--- config.mk ---
export PLATFORM = sky130hd
export DESIGN_NAME = dataproc_alu_barrel_shift_unit
export DESIGN_NICKNAME = d
export VERILOG_FILES = /design/src/dpab_pkg.sv /design/src/dpab_ram.sv /design/src/dpab_exec.sv /design/src/dataproc_alu_barrel_shift_unit.sv
export SDC_FILE = /design/constraint.sdc
export NUM_CORES = 1
export LEC_CHECK = 0
export BUFFER_PORTS_ARGS = -buffer_cell sky130_fd_sc_hd__buf_2
export CAP_MARGIN = 20
export CORE_MARGIN = 2
export CORE_UTILIZATION = 30
export CTS_CLUSTER_SIZE = 40
export DETAILED_ROUTE_END_ITERATION = 6
export GPL_TIMING_DRIVEN = 1
export PLACE_DENSITY = 0.53
export SLEW_MARGIN = 20
export SYNTH_ARGS = -nofsm -noshare
export SYNTH_HDL_FRONTEND = slang
export SYNTH_SLANG_ARGS = --single-unit
--- constraint.sdc ---
create_clock -name clk -period 6.9 [get_ports clk]
set_input_delay 0.345 -clock clk [delete_from_list [all_inputs] [get_ports clk]]
set_output_delay 0.345 -clock clk [all_outputs]
set_load 0.1 [all_outputs]
--- src/dpab_pkg.sv ---
// ----------------------------------------------------------------------------
// dpab_pkg: shared types and constants for the data-processing ALU
// Instruction field positions, opcode and shift codes, flag and result types.
// ----------------------------------------------------------------------------
package dpab_pkg;

	localparam int DATA_W    = 32;
	localparam int REG_COUNT = 16;
	localparam int REG_AW    = $clog2(REG_COUNT);

	// instruction field positions
	localparam int BIT_IMM       = 25;
	localparam int OPC_LSB       = 21;
	localparam int BIT_SET_FLAGS = 20;
	localparam int RN_LSB        = 16;
	localparam int RD_LSB        = 12;
	localparam int RS_LSB        = 8;
	localparam int ROT_LSB       = 8;
	localparam int SHAMT_LSB     = 7;
	localparam int STYPE_LSB     = 5;
	localparam int BIT_REG_SHIFT = 4;
	localparam int RM_LSB        = 0;
	localparam int IMM_W         = 8;
	localparam int SHAMT_W       = 5;

	typedef enum logic [3:0] {
		OP_AND = 4'd0,
		OP_EOR = 4'd1,
		OP_SUB = 4'd2,
		OP_RSB = 4'd3,
		OP_ADD = 4'd4,
		OP_TST = 4'd8,
		OP_TEQ = 4'd9,
		OP_CMP = 4'd10,
		OP_ORR = 4'd12,
		OP_MOV = 4'd13
	} opcode_t;

	typedef enum logic [1:0] {
		SH_LSL = 2'd0,
		SH_LSR = 2'd1,
		SH_ASR = 2'd2,
		SH_ROR = 2'd3
	} shift_t;

	typedef enum logic {
		CMD_EXEC = 1'b0,
		CMD_LOAD = 1'b1
	} cmd_t;

	typedef struct packed {
		logic n;
		logic z;
		logic c;
		logic v;
	} flags_t;

	typedef struct packed {
		logic [DATA_W-1:0] result;
		logic [REG_AW-1:0] dest;
		logic              wr_en;
		flags_t            flags;
		logic              bad;
	} exec_t;

	function automatic logic [DATA_W-1:0] ror32(input logic [DATA_W-1:0] v,
			input logic [SHAMT_W-1:0] k);
		logic [2*DATA_W-1:0] t;
		t = {v, v} >> k;
		return t[DATA_W-1:0];
	endfunction

endpackage

--- src/dpab_ram.sv ---
// ----------------------------------------------------------------------------
// dpab_ram: generic RAM
// One write port, one read port with registered read data.
// ----------------------------------------------------------------------------
module dpab_ram #(
	parameter int WIDTH = 32,
	parameter int DEPTH = 16
) (
	input  logic                     clk,
	input  logic                     wr_en,
	input  logic [$clog2(DEPTH)-1:0] wr_addr,
	input  logic [WIDTH-1:0]         wr_data,
	input  logic                     rd_en,
	input  logic [$clog2(DEPTH)-1:0] rd_addr,
	output logic [WIDTH-1:0]         rd_data
);

	logic [WIDTH-1:0] mem_q [DEPTH];

	always_ff @(posedge clk) begin
		if (wr_en) begin
			mem_q[wr_addr] <= wr_data;
		end
		if (rd_en) begin
			rd_data <= mem_q[rd_addr];
		end
	end

endmodule

--- src/dpab_exec.sv ---
// ----------------------------------------------------------------------------
// dpab_exec: operand shifter and ALU
// Builds the second operand, runs the operation and forms the new flags.
// ----------------------------------------------------------------------------
module dpab_exec (
	input  logic                               command,
	input  logic [dpab_pkg::DATA_W-1:0]        instruction,
	input  logic [dpab_pkg::REG_AW-1:0]        load_index,
	input  logic [dpab_pkg::DATA_W-1:0]        load_value,
	input  logic [dpab_pkg::DATA_W-1:0]        rn_val,
	input  logic [dpab_pkg::DATA_W-1:0]        rm_val,
	input  logic [dpab_pkg::DATA_W-1:0]        rs_val,
	input  dpab_pkg::flags_t                   flags_in,
	output dpab_pkg::exec_t                    ex
);
	import dpab_pkg::*;

	localparam int AMT_W = 8;

	opcode_t             opc;
	shift_t              stype;
	logic [AMT_W-1:0]    amt;
	logic [5:0]          amt_c;
	logic                amt_big;
	logic [DATA_W:0]     t_lsl;
	logic [DATA_W:0]     t_lsr;
	logic [DATA_W:0]     t_asr;
	logic [DATA_W-1:0]   rot_v;
	logic [SHAMT_W-1:0]  imm_k;
	logic [DATA_W-1:0]   imm_rot;
	logic [DATA_W-1:0]   op2;
	logic                sc;
	logic [DATA_W-1:0]   add_a;
	logic [DATA_W-1:0]   add_b;
	logic                add_ci;
	logic [DATA_W:0]     sum;
	logic [DATA_W-1:0]   res;
	logic                c_out;
	logic                writes;
	logic                bad;

	// second operand
	always_comb begin
		stype   = shift_t'(instruction[STYPE_LSB +: 2]);
		amt     = instruction[BIT_REG_SHIFT] ? rs_val[AMT_W-1:0]
			: {{(AMT_W-SHAMT_W){1'b0}}, instruction[SHAMT_LSB +: SHAMT_W]};
		amt_big = amt > AMT_W'(DATA_W);
		amt_c   = amt_big ? 6'(DATA_W) : amt[5:0];
		t_lsl   = {1'b0, rm_val} << amt_c;
		t_lsr   = {rm_val, 1'b0} >> amt_c;
		t_asr   = (DATA_W+1)'($signed({rm_val, 1'b0}) >>> amt_c);
		rot_v   = ror32(rm_val, amt[SHAMT_W-1:0]);
		imm_k   = {instruction[ROT_LSB +: 4], 1'b0};
		imm_rot = ror32({{(DATA_W-IMM_W){1'b0}}, instruction[IMM_W-1:0]}, imm_k);
		op2     = rm_val;
		sc      = flags_in.c;
		if (instruction[BIT_IMM]) begin
			op2 = imm_rot;
			sc  = (imm_k == '0) ? flags_in.c : imm_rot[DATA_W-1];
		end else if (amt != '0) begin
			unique case (stype)
				SH_LSL: begin
					op2 = amt_big ? '0 : t_lsl[DATA_W-1:0];
					sc  = amt_big ? 1'b0 : t_lsl[DATA_W];
				end
				SH_LSR: begin
					op2 = amt_big ? '0 : t_lsr[DATA_W:1];
					sc  = amt_big ? 1'b0 : t_lsr[0];
				end
				SH_ASR: begin
					op2 = t_asr[DATA_W:1];
					sc  = t_asr[0];
				end
				SH_ROR: begin
					op2 = rot_v;
					sc  = rot_v[DATA_W-1];
				end
				default: begin
					op2 = rm_val;
					sc  = flags_in.c;
				end
			endcase
		end
	end

	// operation
	always_comb begin
		opc    = opcode_t'(instruction[OPC_LSB +: 4]);
		add_a  = rn_val;
		add_b  = ~op2;
		add_ci = 1'b1;
		if (opc == OP_RSB) begin
			add_a = op2;
			add_b = ~rn_val;
		end else if (opc == OP_ADD) begin
			add_b  = op2;
			add_ci = 1'b0;
		end
		sum    = {1'b0, add_a} + {1'b0, add_b} + (DATA_W+1)'(add_ci);
		res    = '0;
		c_out  = sc;
		writes = 1'b1;
		bad    = 1'b0;
		unique case (opc)
			OP_AND: res = rn_val & op2;
			OP_EOR: res = rn_val ^ op2;
			OP_SUB, OP_RSB, OP_ADD: begin
				res   = sum[DATA_W-1:0];
				c_out = sum[DATA_W];
			end
			OP_TST: begin
				res    = rn_val & op2;
				writes = 1'b0;
			end
			OP_TEQ: begin
				res    = rn_val ^ op2;
				writes = 1'b0;
			end
			OP_CMP: begin
				res    = sum[DATA_W-1:0];
				c_out  = sum[DATA_W];
				writes = 1'b0;
			end
			OP_ORR: res = rn_val | op2;
			OP_MOV: res = op2;
			default: begin
				bad    = 1'b1;
				writes = 1'b0;
			end
		endcase
	end

	always_comb begin
		if (cmd_t'(command) == CMD_LOAD) begin
			ex.result = load_value;
			ex.dest   = load_index;
			ex.wr_en  = 1'b1;
			ex.flags  = flags_in;
			ex.bad    = 1'b0;
		end else begin
			ex.result = res;
			ex.dest   = writes ? instruction[RD_LSB +: REG_AW] : '0;
			ex.wr_en  = writes;
			ex.bad    = bad;
			ex.flags  = flags_in;
			if (!bad && instruction[BIT_SET_FLAGS]) begin
				ex.flags.n = res[DATA_W-1];
				ex.flags.z = (res == '0);
				ex.flags.c = c_out;
			end
		end
	end

endmodule

--- src/dataproc_alu_barrel_shift_unit.sv ---
// ----------------------------------------------------------------------------
// dataproc_alu_barrel_shift_unit: data-processing ALU with barrel shifter
// Executes one instruction or register load per beat on a 16 x 32 register file.
// ----------------------------------------------------------------------------
//
//  channel  handshake               payload
//  -------  ----------------------  ---------------------------------------------
//  in       in_valid / in_stall     command, instruction, load_index, load_value
//  out      out_valid / out_stall   alu_result, dest_index, dest_written,
//                                   flag_n, flag_z, flag_c, flag_v, bad_opcode
//
//  One beat per cycle unless the output stalls; beats pass execute and result regs.
//  Register file reads happen on the input beat (three RAM copies, one per
//  operand); execute stage forwards the write made on the same edge.
//  Reset clears the register file through per-entry valid bits, and the flags.
//  A stalled output holds the execute stage, which then stalls the input.
//
module dataproc_alu_barrel_shift_unit (
	input  logic                           clk,
	input  logic                           arst_n,
	input  logic                           in_valid,
	output logic                           in_stall,
	input  logic                           command,
	input  logic [dpab_pkg::DATA_W-1:0]    instruction,
	input  logic [dpab_pkg::REG_AW-1:0]    load_index,
	input  logic [dpab_pkg::DATA_W-1:0]    load_value,
	output logic                           out_valid,
	input  logic                           out_stall,
	output logic [dpab_pkg::DATA_W-1:0]    alu_result,
	output logic [dpab_pkg::REG_AW-1:0]    dest_index,
	output logic                           dest_written,
	output logic                           flag_n,
	output logic                           flag_z,
	output logic                           flag_c,
	output logic                           flag_v,
	output logic                           bad_opcode
);
	import dpab_pkg::*;

	logic                  in_acc;
	logic                  s1_adv;
	logic                  s1_valid_q;
	logic                  out_valid_q;

	logic                  cmd_s1;
	logic [DATA_W-1:0]     inst_s1;
	logic [REG_AW-1:0]     lidx_s1;
	logic [DATA_W-1:0]     lval_s1;
	logic                  rn_ok_s1;
	logic                  rm_ok_s1;
	logic                  rs_ok_s1;

	logic [DATA_W-1:0]     rn_ram;
	logic [DATA_W-1:0]     rm_ram;
	logic [DATA_W-1:0]     rs_ram;
	logic [DATA_W-1:0]     rn_val;
	logic [DATA_W-1:0]     rm_val;
	logic [DATA_W-1:0]     rs_val;

	logic [REG_COUNT-1:0]  reg_ok_q;
	logic                  byp_en_q;
	logic [REG_AW-1:0]     byp_idx_q;
	logic [DATA_W-1:0]     byp_val_q;
	flags_t                flags_q;

	exec_t                 ex;
	exec_t                 res_s2;
	logic                  wr_en;

	assign in_acc   = in_valid && !in_stall;
	assign s1_adv   = s1_valid_q && (!out_valid_q || !out_stall);
	assign in_stall = s1_valid_q && out_valid_q && out_stall;
	assign wr_en    = s1_adv && ex.wr_en;

	// register file copies, one per read operand
	dpab_ram #(.WIDTH(DATA_W), .DEPTH(REG_COUNT)) u_ram_rn (
		.clk     (clk),
		.wr_en   (wr_en),
		.wr_addr (ex.dest),
		.wr_data (ex.result),
		.rd_en   (in_acc),
		.rd_addr (instruction[RN_LSB +: REG_AW]),
		.rd_data (rn_ram)
	);

	dpab_ram #(.WIDTH(DATA_W), .DEPTH(REG_COUNT)) u_ram_rm (
		.clk     (clk),
		.wr_en   (wr_en),
		.wr_addr (ex.dest),
		.wr_data (ex.result),
		.rd_en   (in_acc),
		.rd_addr (instruction[RM_LSB +: REG_AW]),
		.rd_data (rm_ram)
	);

	dpab_ram #(.WIDTH(DATA_W), .DEPTH(REG_COUNT)) u_ram_rs (
		.clk     (clk),
		.wr_en   (wr_en),
		.wr_addr (ex.dest),
		.wr_data (ex.result),
		.rd_en   (in_acc),
		.rd_addr (instruction[RS_LSB +: REG_AW]),
		.rd_data (rs_ram)
	);

	// control state
	always_ff @(posedge clk or negedge arst_n) begin
		if (!arst_n) begin
			s1_valid_q  <= 1'b0;
			out_valid_q <= 1'b0;
			reg_ok_q    <= '0;
			byp_en_q    <= 1'b0;
			flags_q     <= '0;
		end else begin
			if (in_acc) begin
				s1_valid_q <= 1'b1;
			end else if (s1_adv) begin
				s1_valid_q <= 1'b0;
			end
			if (s1_adv) begin
				out_valid_q <= 1'b1;
				byp_en_q    <= ex.wr_en;
				flags_q     <= ex.flags;
			end else if (!out_stall) begin
				out_valid_q <= 1'b0;
			end
			if (wr_en) begin
				reg_ok_q[ex.dest] <= 1'b1;
			end
		end
	end

	// payload
	always_ff @(posedge clk) begin
		if (in_acc) begin
			cmd_s1   <= command;
			inst_s1  <= instruction;
			lidx_s1  <= load_index;
			lval_s1  <= load_value;
			rn_ok_s1 <= reg_ok_q[instruction[RN_LSB +: REG_AW]];
			rm_ok_s1 <= reg_ok_q[instruction[RM_LSB +: REG_AW]];
			rs_ok_s1 <= reg_ok_q[instruction[RS_LSB +: REG_AW]];
		end
		if (s1_adv) begin
			res_s2    <= ex;
			byp_idx_q <= ex.dest;
			byp_val_q <= ex.result;
		end
	end

	// forward the write that landed on the same edge as the read
	always_comb begin
		rn_val = rn_ok_s1 ? rn_ram : '0;
		rm_val = rm_ok_s1 ? rm_ram : '0;
		rs_val = rs_ok_s1 ? rs_ram : '0;
		if (byp_en_q && byp_idx_q == inst_s1[RN_LSB +: REG_AW]) begin
			rn_val = byp_val_q;
		end
		if (byp_en_q && byp_idx_q == inst_s1[RM_LSB +: REG_AW]) begin
			rm_val = byp_val_q;
		end
		if (byp_en_q && byp_idx_q == inst_s1[RS_LSB +: REG_AW]) begin
			rs_val = byp_val_q;
		end
	end

	dpab_exec u_exec (
		.command     (cmd_s1),
		.instruction (inst_s1),
		.load_index  (lidx_s1),
		.load_value  (lval_s1),
		.rn_val      (rn_val),
		.rm_val      (rm_val),
		.rs_val      (rs_val),
		.flags_in    (flags_q),
		.ex          (ex)
	);

	assign out_valid    = out_valid_q;
	assign alu_result   = res_s2.result;
	assign dest_index   = res_s2.dest;
	assign dest_written = res_s2.wr_en;
	assign flag_n       = res_s2.flags.n;
	assign flag_z       = res_s2.flags.z;
	assign flag_c       = res_s2.flags.c;
	assign flag_v       = res_s2.flags.v;
	assign bad_opcode   = res_s2.bad;

`ifndef SYNTHESIS
	a_accept_fills_s1: assert property (@(posedge clk) disable iff (!arst_n)
		in_acc |=> s1_valid_q)
		else $error("accepted beat did not reach the execute stage");

	a_stall_only_when_full: assert property (@(posedge clk) disable iff (!arst_n)
		in_stall |-> (s1_valid_q && out_valid_q && out_stall))
		else $error("input stalled while the pipeline could move");

	a_bad_no_write: assert property (@(posedge clk) disable iff (!arst_n)
		(s1_adv && ex.bad) |-> (!ex.wr_en && ex.flags == flags_q))
		else $error("unknown opcode changed architectural state");

	a_v_held: assert property (@(posedge clk) disable iff (!arst_n)
		!flags_q.v)
		else $error("overflow flag changed");
`endif

endmodule
Word-level counts from Yosys, hierarchy flattened
Memory sizes are Yosys's and may differ from the RTL's. A register that Yosys moved wholly into a read port is not among the register bits. Index checks and enable logic that the tools add are counted.

Reductions and logical operators: 25. Multiplexer cells: 45. Magnitude comparators: 6. Bitwise operators: 6. Add/subtract/negate cells: 2. Equal/unequal tests: 16. Shifts and indexed selects: 5.

Operators with widths (number): two-way mux 32 bit (11); case mux 32 bit (5 select lines) (1); case mux 32 bit (4 select lines) (1); inverter 32 bit (2); right shift 64 x 5 -> 32 bit (1); two-way mux 42 bit (1); right shift 40 x 5 -> 32 bit (1); adder 32 x 32 -> 33 bit (1); adder 33 x 1 -> 33 bit (1); << shifter 32 x 6 -> 33 bit (1); right shift 33 x 6 -> 33 bit (1); >>> shifter 33 x 6 -> 33 bit (1); AND 32 bit (1); logical NOT 32 bit (1); bitwise OR 32 bit (1); XOR 32 bit (1); two-way mux 8 bit (3); == test 4 bit, second input constant (5); < comparator 4 x 5 -> 1 bit, second input constant (4); two-way mux 1 bit (20); bitwise OR 16 bit (1); binary-select mux 1 bit (select 4 bit) (3); == test 4 bit (3); logical AND 1 bit (10); other kinds (23) (29).

Flip-flop bits (word level): 131. Memory bits (writable): 1536. Input bits: 73. Word-level logic and storage cells: 131. Memories: 3. Output and inout port bits: 44.

Memories: u_ram_rm.mem_q (words 16, width 32, rd ports 1, clocked after memory_dff 1, wr ports 1, line dpab_ram.sv:18) `logic [WIDTH-1:0] mem_q [DEPTH];`; u_ram_rn.mem_q (words 16, width 32, rd ports 1, clocked after memory_dff 1, wr ports 1, line dpab_ram.sv:18); u_ram_rs.mem_q (words 16, width 32, rd ports 1, clocked after memory_dff 1, wr ports 1, line dpab_ram.sv:18).

Depth between registers and ports, before layout
Gate-level depths: netlist of the first run.

Depth after elaboration: 25. Depth in mapped cells: 37. Gate-level depth less buffers: 30.

By module
From an unflattened synthesis of the first run, not the netlist that was laid out.

Cells, all modules: 5034. Area, all modules: 80557.3 um^2.

By module, submodules not included: dpab_ram at u_ram_rn ... (area each 20174.3 um^2, cells each 838, instances 2); dpab_ram at u_ram_rm (area each 20155.6 um^2, cells each 838, instances 1); dpab_exec (area each 13701.9 um^2, cells each 2056, instances 1); dataproc_alu_barrel_shift_unit (area each 6351.1 um^2, cells each 464, instances 1).

Worst setup path before layout of the first run
No wires, ideal clock.

Path kind: reg-to-reg. Start: register dest_index[3] (netlist name). End: register res_s2 (netlist bit alu_result[30]), data pin. Arrival: 7.406 ns. Data required time: 6.598 ns. Path slack: -0.807 ns. Clock period less this slack: 7.707 ns. Cell stages (with the launch flop): 30. Setup time: 0.302 ns. Cell sequence: edfxtp_1 nor2b_1 or4_1 buf_2 nor3_4 buf_4 a21o_1 nor2_1 o311ai_0 o211ai_1 a2111oi_0 nand3_1 a41oi_1 nor2_1 a221oi_1 fa_1 fa_1 a21oi_1 o211a_1 o211ai_1 a21oi_1 o21ai_0 nand2_1 o311a_1 o31ai_1 nand2_1 o221ai_1 a21oi_1 a21boi_0 mux2i_1.

RTL lines: to (signal assigned) (line dataproc_alu_barrel_shift_unit.sv:145) `res_s2 <= ex;`; to (decl) (line dataproc_alu_barrel_shift_unit.sv:67) `exec_t res_s2;`.

==> results of run 1 <==
## stage by stage
stage,instances,utilization (%)
floorplan,3690,-
global placement,6705,38.2
detailed placement,6705,38.2
CTS,6968,41.2
global route,6998,41.6
finish,7001,41.6
## state kept, by name, indices dropped and copies added, names as in the netlist, 3 cells and up
| name | flops |
|---|---|
| reg_ok_q | 16 |
| u_ram_rn.rd_data | 32 |
| flags_q | 3 |
| u_ram_rn.mem_q | 352 |
| alu_result | 32 |
| lval_s1 | 32 |
| inst_s1 | 26 |
| dest_index | 4 |
| u_ram_rm.rd_data | 32 |
| u_ram_rs.rd_data | 8 |
| lidx_s1 | 4 |
| u_ram_rs.mem_q | 160 |
## routing by layer
metal  routed length [um]  part of all wire, %  vias to the layer above  global-route usage, %
met5                   57                0.025                        -                      0
met2               106000                   46                     2311                   46.3
li1                     -                    -                    17400                      -
met1                91200                   39                    21200                   37.5
met3                18100                  7.8                      527                   4.66
met4                16500                  7.1                        8                   17.4
## layout by cell type (no fill, tap or decap), drive strengths merged, types with 39 or more instances in the layout
cell type and count:
a21oi 204, mux2i 166, ha 95, a211oi 48, o21ai 200, nand2 276, o221ai 42, nand3 73
o22ai 76, edfxtp 691, dlygate4sd3 53, nand4 40, buf 1404, mux2 39, mux4 378, nor2 288
a22oi 59, inv 102, nor3 75, o211ai 69, clkbuf 90
## timing repair
item / in CTS / in global routing
buffers inserted: 77 / 29
gates cloned: 2 / 0
pin swaps: 73 / 46
hold buffers: 53 / 0
resized for setup: 213 / 56
setup endpoints to repair: 397 / 385
hold endpoints to repair: 73 / 0
## kinds of logic (layout without fill, tap and decap cells)
logic type	after synthesis	in the layout
DFF	713	713
muxes	583	583
other	1	4
AOI/OAI and AO/OA	950	950
and+or+nand+nor	895	895
adders and majority gates	97	97
xor gates and xnor gates	37	37
buffers and inverters	414	1692
## report_power, final
group	internal, uW	leakage [uW]	switching [uW]
clock network	2330	0.00115	1750
registers	5130	0.00663	148
logic	3060	0.0158	4130
total	10500	0.0236	6030
## path summary, 6_finish.rpt
kind | start | cells past startpoint | to
worst min-delay path | instruction[5] | 1 | inst_s1[5]
worst max register to register | dest_index[1] | 42 | alu_result[4]
worst max-delay path | dest_index[1] | 42 | alu_result[4]
worst min register to register | s1_valid_q | 1 | out_valid
min in group asynchronous | arst_n | 2 | s1_valid_q
max in group asynchronous | arst_n | 2 | byp_en_q
## area by class of cell
type	instances	area, um2
fill	14400	88400
multi-input combinational	2563	24200
sequential	713	21300
timing repair buffer	1458	12100
tap	2030	2540
clock buffer	89	1950
clock inverter	43	480
inverter	102	383
antenna	3	7.51
==> metrics.yaml, run 1 <==
rrSetupSlack_ns: -0.86
setup_slack_ns: -0.863
start_util_pct: 30.1
endpoint_kind: "flip-flop"
worst-path-max-fanout: 17
avgSynthCellArea_um2: 12.4
run_status: "finished, violations left"
clk_pin_slew_ns: 0.06
required_ns: 7.28
dieArea_mm2: 0.155
gr-usage-all-layers_pct: 29.1
violations: "negative setup slack"
htree_num_levels: 3
cts_made_buffers: 73
setup_viol_count_final: 261
synth_commonest_cells: "edfxtp_1, mux4_2, nor2_1, nand2_1, a21oi_1"
drv_cap: 0
firstDrtPassIters: 6
hold_path_class: "primary input to flip-flop"
syn_to_final_growth_pct: 38.1
stdcell_area_mm2: 0.0629
synth_ff_type: "edfxtp_1"
yosysMostFrequentCell: "edfxtp_1"
ys_ff_latch: 713
synthXorXnorAreaFrac_pct: 0.711
fin_skew_ns: 0.0417
worst_setup_path_start_kind: "flip-flop"
synthTopCellsByArea: "edfxtp_1, mux4_2, mux2i_1, ha_1, nor2_1"
wl_per_cell_um: 33.1
place_area_mm2: 0.0578
portBuffers: 109
drc: 0
core_area_mm2: 0.151
hold_viol_final: 0
synth_fa_ha_area_share_pct: 2.70
leakagePower_uw: 0.0236
syn_nets: 3860
period_needed_ns: 7.76
ant_nets: 0
rsz0062_at_grt: "true"
die_y_um: 394
yosys.area_share.simple_pct: 8.89
insertion_delay_ns: 0.67
synth.distinct_cells: 88
irDropWorstVdd_mv: 0.258
worst_slew_pin_slew_ns: 1.17
clock_path_buffers: 3
hold_slack_ns: 0.0484
wirelength_mm: 232
place_hpwl_mm: 175
tns_ns: -96.74
die_w_um: 394
slew_violations: 0
drt_iter0_drc: 4951
syn_inst: 3690
vias: 41400
muxShareOfSynthArea_pct: 23.3
place_congestion: 1.05
crit_buf_inv: 22
cp.arrival_ns: 8.15
yosys.area.top_type: "edfxtp_1"
fin_crit_sh_pct: 113
synth.yosys.seq_area_share_pct: 46.7
critical_path_class: "flip-flop to flip-flop"
grt_max_degree: 125
max_freq_mhz: 129
crit_family: "buffers and inverters"
synth_top_family_by_area: "multiplexers"
slowest_delay_ns: 0.46
vias_per_cell: 5.91
first_global_vias: 40800
grt-ovfl-total: 0
slew_headroom_pct: 21.4
yosysWarnings: 0
grt_pass1_wl_mm: 320
synth_area_mm2: 0.0456
finalPower_uw: 16500
io_pins: 117
antenna_found_initial: 11
cts-root-buf: "clkbuf_16"
cts_tree: "yes"
drive_gt1_share_pct: 44.5
crit_slowest_cell: "o22ai_1"
synth_compound_area_share_pct: 13.9
row_count: 143
power.density_mw_per_mm2: 263
synth_top_area_share_pct: 45.5
async_reset_ff_share_pct: 3.09
synth_edf_count: 691
final_net_count: 5081
pre_cts_ws_ns: -1.31
cts.sinks: 713
crit_path_frequent_cell: "buf_4"
Power figures use the tool's default switching activity.
==> run 2: changes to the inputs <==
- CELL_PAD_IN_SITES_DETAIL_PLACEMENT: not set -> 0
- CELL_PAD_IN_SITES_GLOBAL_PLACEMENT: not set -> 1
- PLACE_DENSITY: 0.53 -> 0.6
==> metrics.yaml, run 2 (synthesis gave the netlist of run 1 again) <==
grt_max_degree: 129
dieArea_mm2: 0.155
reg_top3: "u_ram_rn.mem_q x352, u_ram_rs.mem_q x160"
p_int_uw: 10400
drc: 0
worst-path-max-fanout: 6
finalPower_uw: 16600
antenna_found_initial: 7
firstDrtPassIters: 5
pwr-share-comb_pct: 44.2
cts_tree: "yes"
leakagePower_uw: 0.0236
final_net_count: 5044
crit_family: "simple AND/OR/NAND/NOR gates"
cp.arrival_ns: 8.29
stdcell_area_mm2: 0.0633
vias_per_cell: 5.94
regMostFlops: "u_ram_rn.mem_q"
power.net_switching_uw: 6190
worst_slew_pin_slew_ns: 1.12
layout_common_cells: "buf_4, edfxtp_1, mux4_2"
clock_path_buffers: 3
drive_gt1_share_pct: 45.2
die_y_um: 394
start_util_pct: 30.1
rrSetupSlack_ns: -0.81
insertion_delay_ns: 0.67
io_pins: 117
slew_violations: 0
slew_headroom_pct: 24.3
violations: "negative setup slack"
endpoint_kind: "flip-flop"
max_freq_mhz: 130
htree_num_levels: 3
hold_path_class: "primary input to flip-flop"
first_global_vias: 40600
hold_viol_final: 0
fin_skew_ns: 0.0382
grt_pass1_wl_mm: 325
place_congestion: 1.11
period_needed_ns: 7.71
vias: 41400
irDropWorstVdd_mv: 0.220
gr-usage-all-layers_pct: 29.7
setup_viol_count_final: 329
clk_pin_slew_ns: 0.07
slowest_delay_ns: 0.61
crit_slowest_cell: "or4_4"
p_clk_share_pct: 23.9
setup_slack_ns: -0.813
place_hpwl_mm: 175
worst_setup_path_start_kind: "flip-flop"
core_area_mm2: 0.151
largest_reg_flops: 352
required_ns: 7.48
cts.sinks: 713
layout_commonest_cell: "buf_4"
syn_to_final_growth_pct: 38.9
seqPwrFrac_pct: 31.9
cts_made_buffers: 77
fin_crit_sh_pct: 112
die_w_um: 394
place_area_mm2: 0.0574
drv_cap: 0
crit_buf_inv: 9
wl_per_cell_um: 33.9
drt_iter0_drc: 5052
row_count: 143
grt-ovfl-total: 0
wirelength_mm: 237
ant_nets: 0
power.density_mw_per_mm2: 262
cts-root-buf: "clkbuf_16"
critical_path_class: "flip-flop to flip-flop"
portBuffers: 109
switching_share_pct: 37.3
rsz0062_at_grt: "true"
run_status: "finished, violations left"
==> run 2: layer usage <==
metal  part of all wire (%)  track usage (%)  wire length, um
met4                    7.4             17.2            17500
met3                    7.9             5.06            18800
met1                     40             38.5            93700
met2                     45             47.1           107000
met5                  0.020                0               48
==> run 2: worst paths after layout <==
path | depth (start not counted) | startpoint | endpoint
worst max-delay path | 36 | dest_index[1] | flags_q[2]
worst min-delay path | 1 | instruction[25] | inst_s1[25]
max in group asynchronous | 2 | arst_n | out_valid
worst max register to register | 36 | dest_index[1] | flags_q[2]
worst min register to register | 1 | s1_valid_q | out_valid
min in group asynchronous | 2 | arst_n | reg_ok_q[8]
==> run 2: worst reg2reg max path: cells and delay by family (launching register included) <==
| kind | cells | cell delay [ns] |
|---|---|---|
| simple gates | 14 | 3.65 |
| buf+inv | 9 | 1.48 |
| compound gates | 10 | 1.31 |
| flops | 1 | 0.43 |
| fa+ha+maj | 1 | 0.27 |
| xor+xnor | 1 | 0.26 |
| mux | 1 | 0.23 |
==> run 2: per-stage QoR <==
stage	worst slack, ns	setup TNS (ns)	hold slack, ns	util (%)	instances
6_report	-0.813	-88.63	0.0632	41.8	6969
3_5_place_dp	-1.34	-250.08	0.458	37.9	6646
4_1_cts	-0.666	-51.52	0.0174	41.1	6929
3_3_place_gp	-1.40	-276.60	0.456	37.9	6646
2_1_floorplan	-0.338	-10.63	0.0494	-	3690
5_1_grt	-0.916	-149.98	0.0456	41.8	6965
==> run 2: what timing repair did <==
item                                   in CTS  in global routing
hold buffers                               53                  0
buffers inserted                           89                 40
endpoints found under the hold margin      74                  0
setup endpoints to repair                 431                414
resized for setup                         237                159
pin swaps                                  74                 64
gates cloned                                6                  0
==> run 2: area by class of cell <==
| cell class | instances | area [um2] |
|---|---|---|
| fill | 14400 | 88000 |
| tap | 2030 | 2540 |
| clock inverter | 46 | 374 |
| sequential | 713 | 21300 |
| antenna | 4 | 10.0 |
| clock buffer | 94 | 2010 |
| inverter | 102 | 383 |
| timing repair buffer | 1413 | 11900 |
| multi-input combinational | 2567 | 24800 |
==> run 2: power by group through the flow <==
stage / combinational [uW] / sequential (uW) / clock [uW]
6_report: 7340 / 5280 / 3960
5_1_grt: 7560 / 5300 / 4200
2_1_floorplan: 2670 / 5530 / 0
4_1_cts: 6930 / 5280 / 4030
3_5_place_dp: 6440 / 5370 / 0
3_3_place_gp: 6460 / 5360 / 0
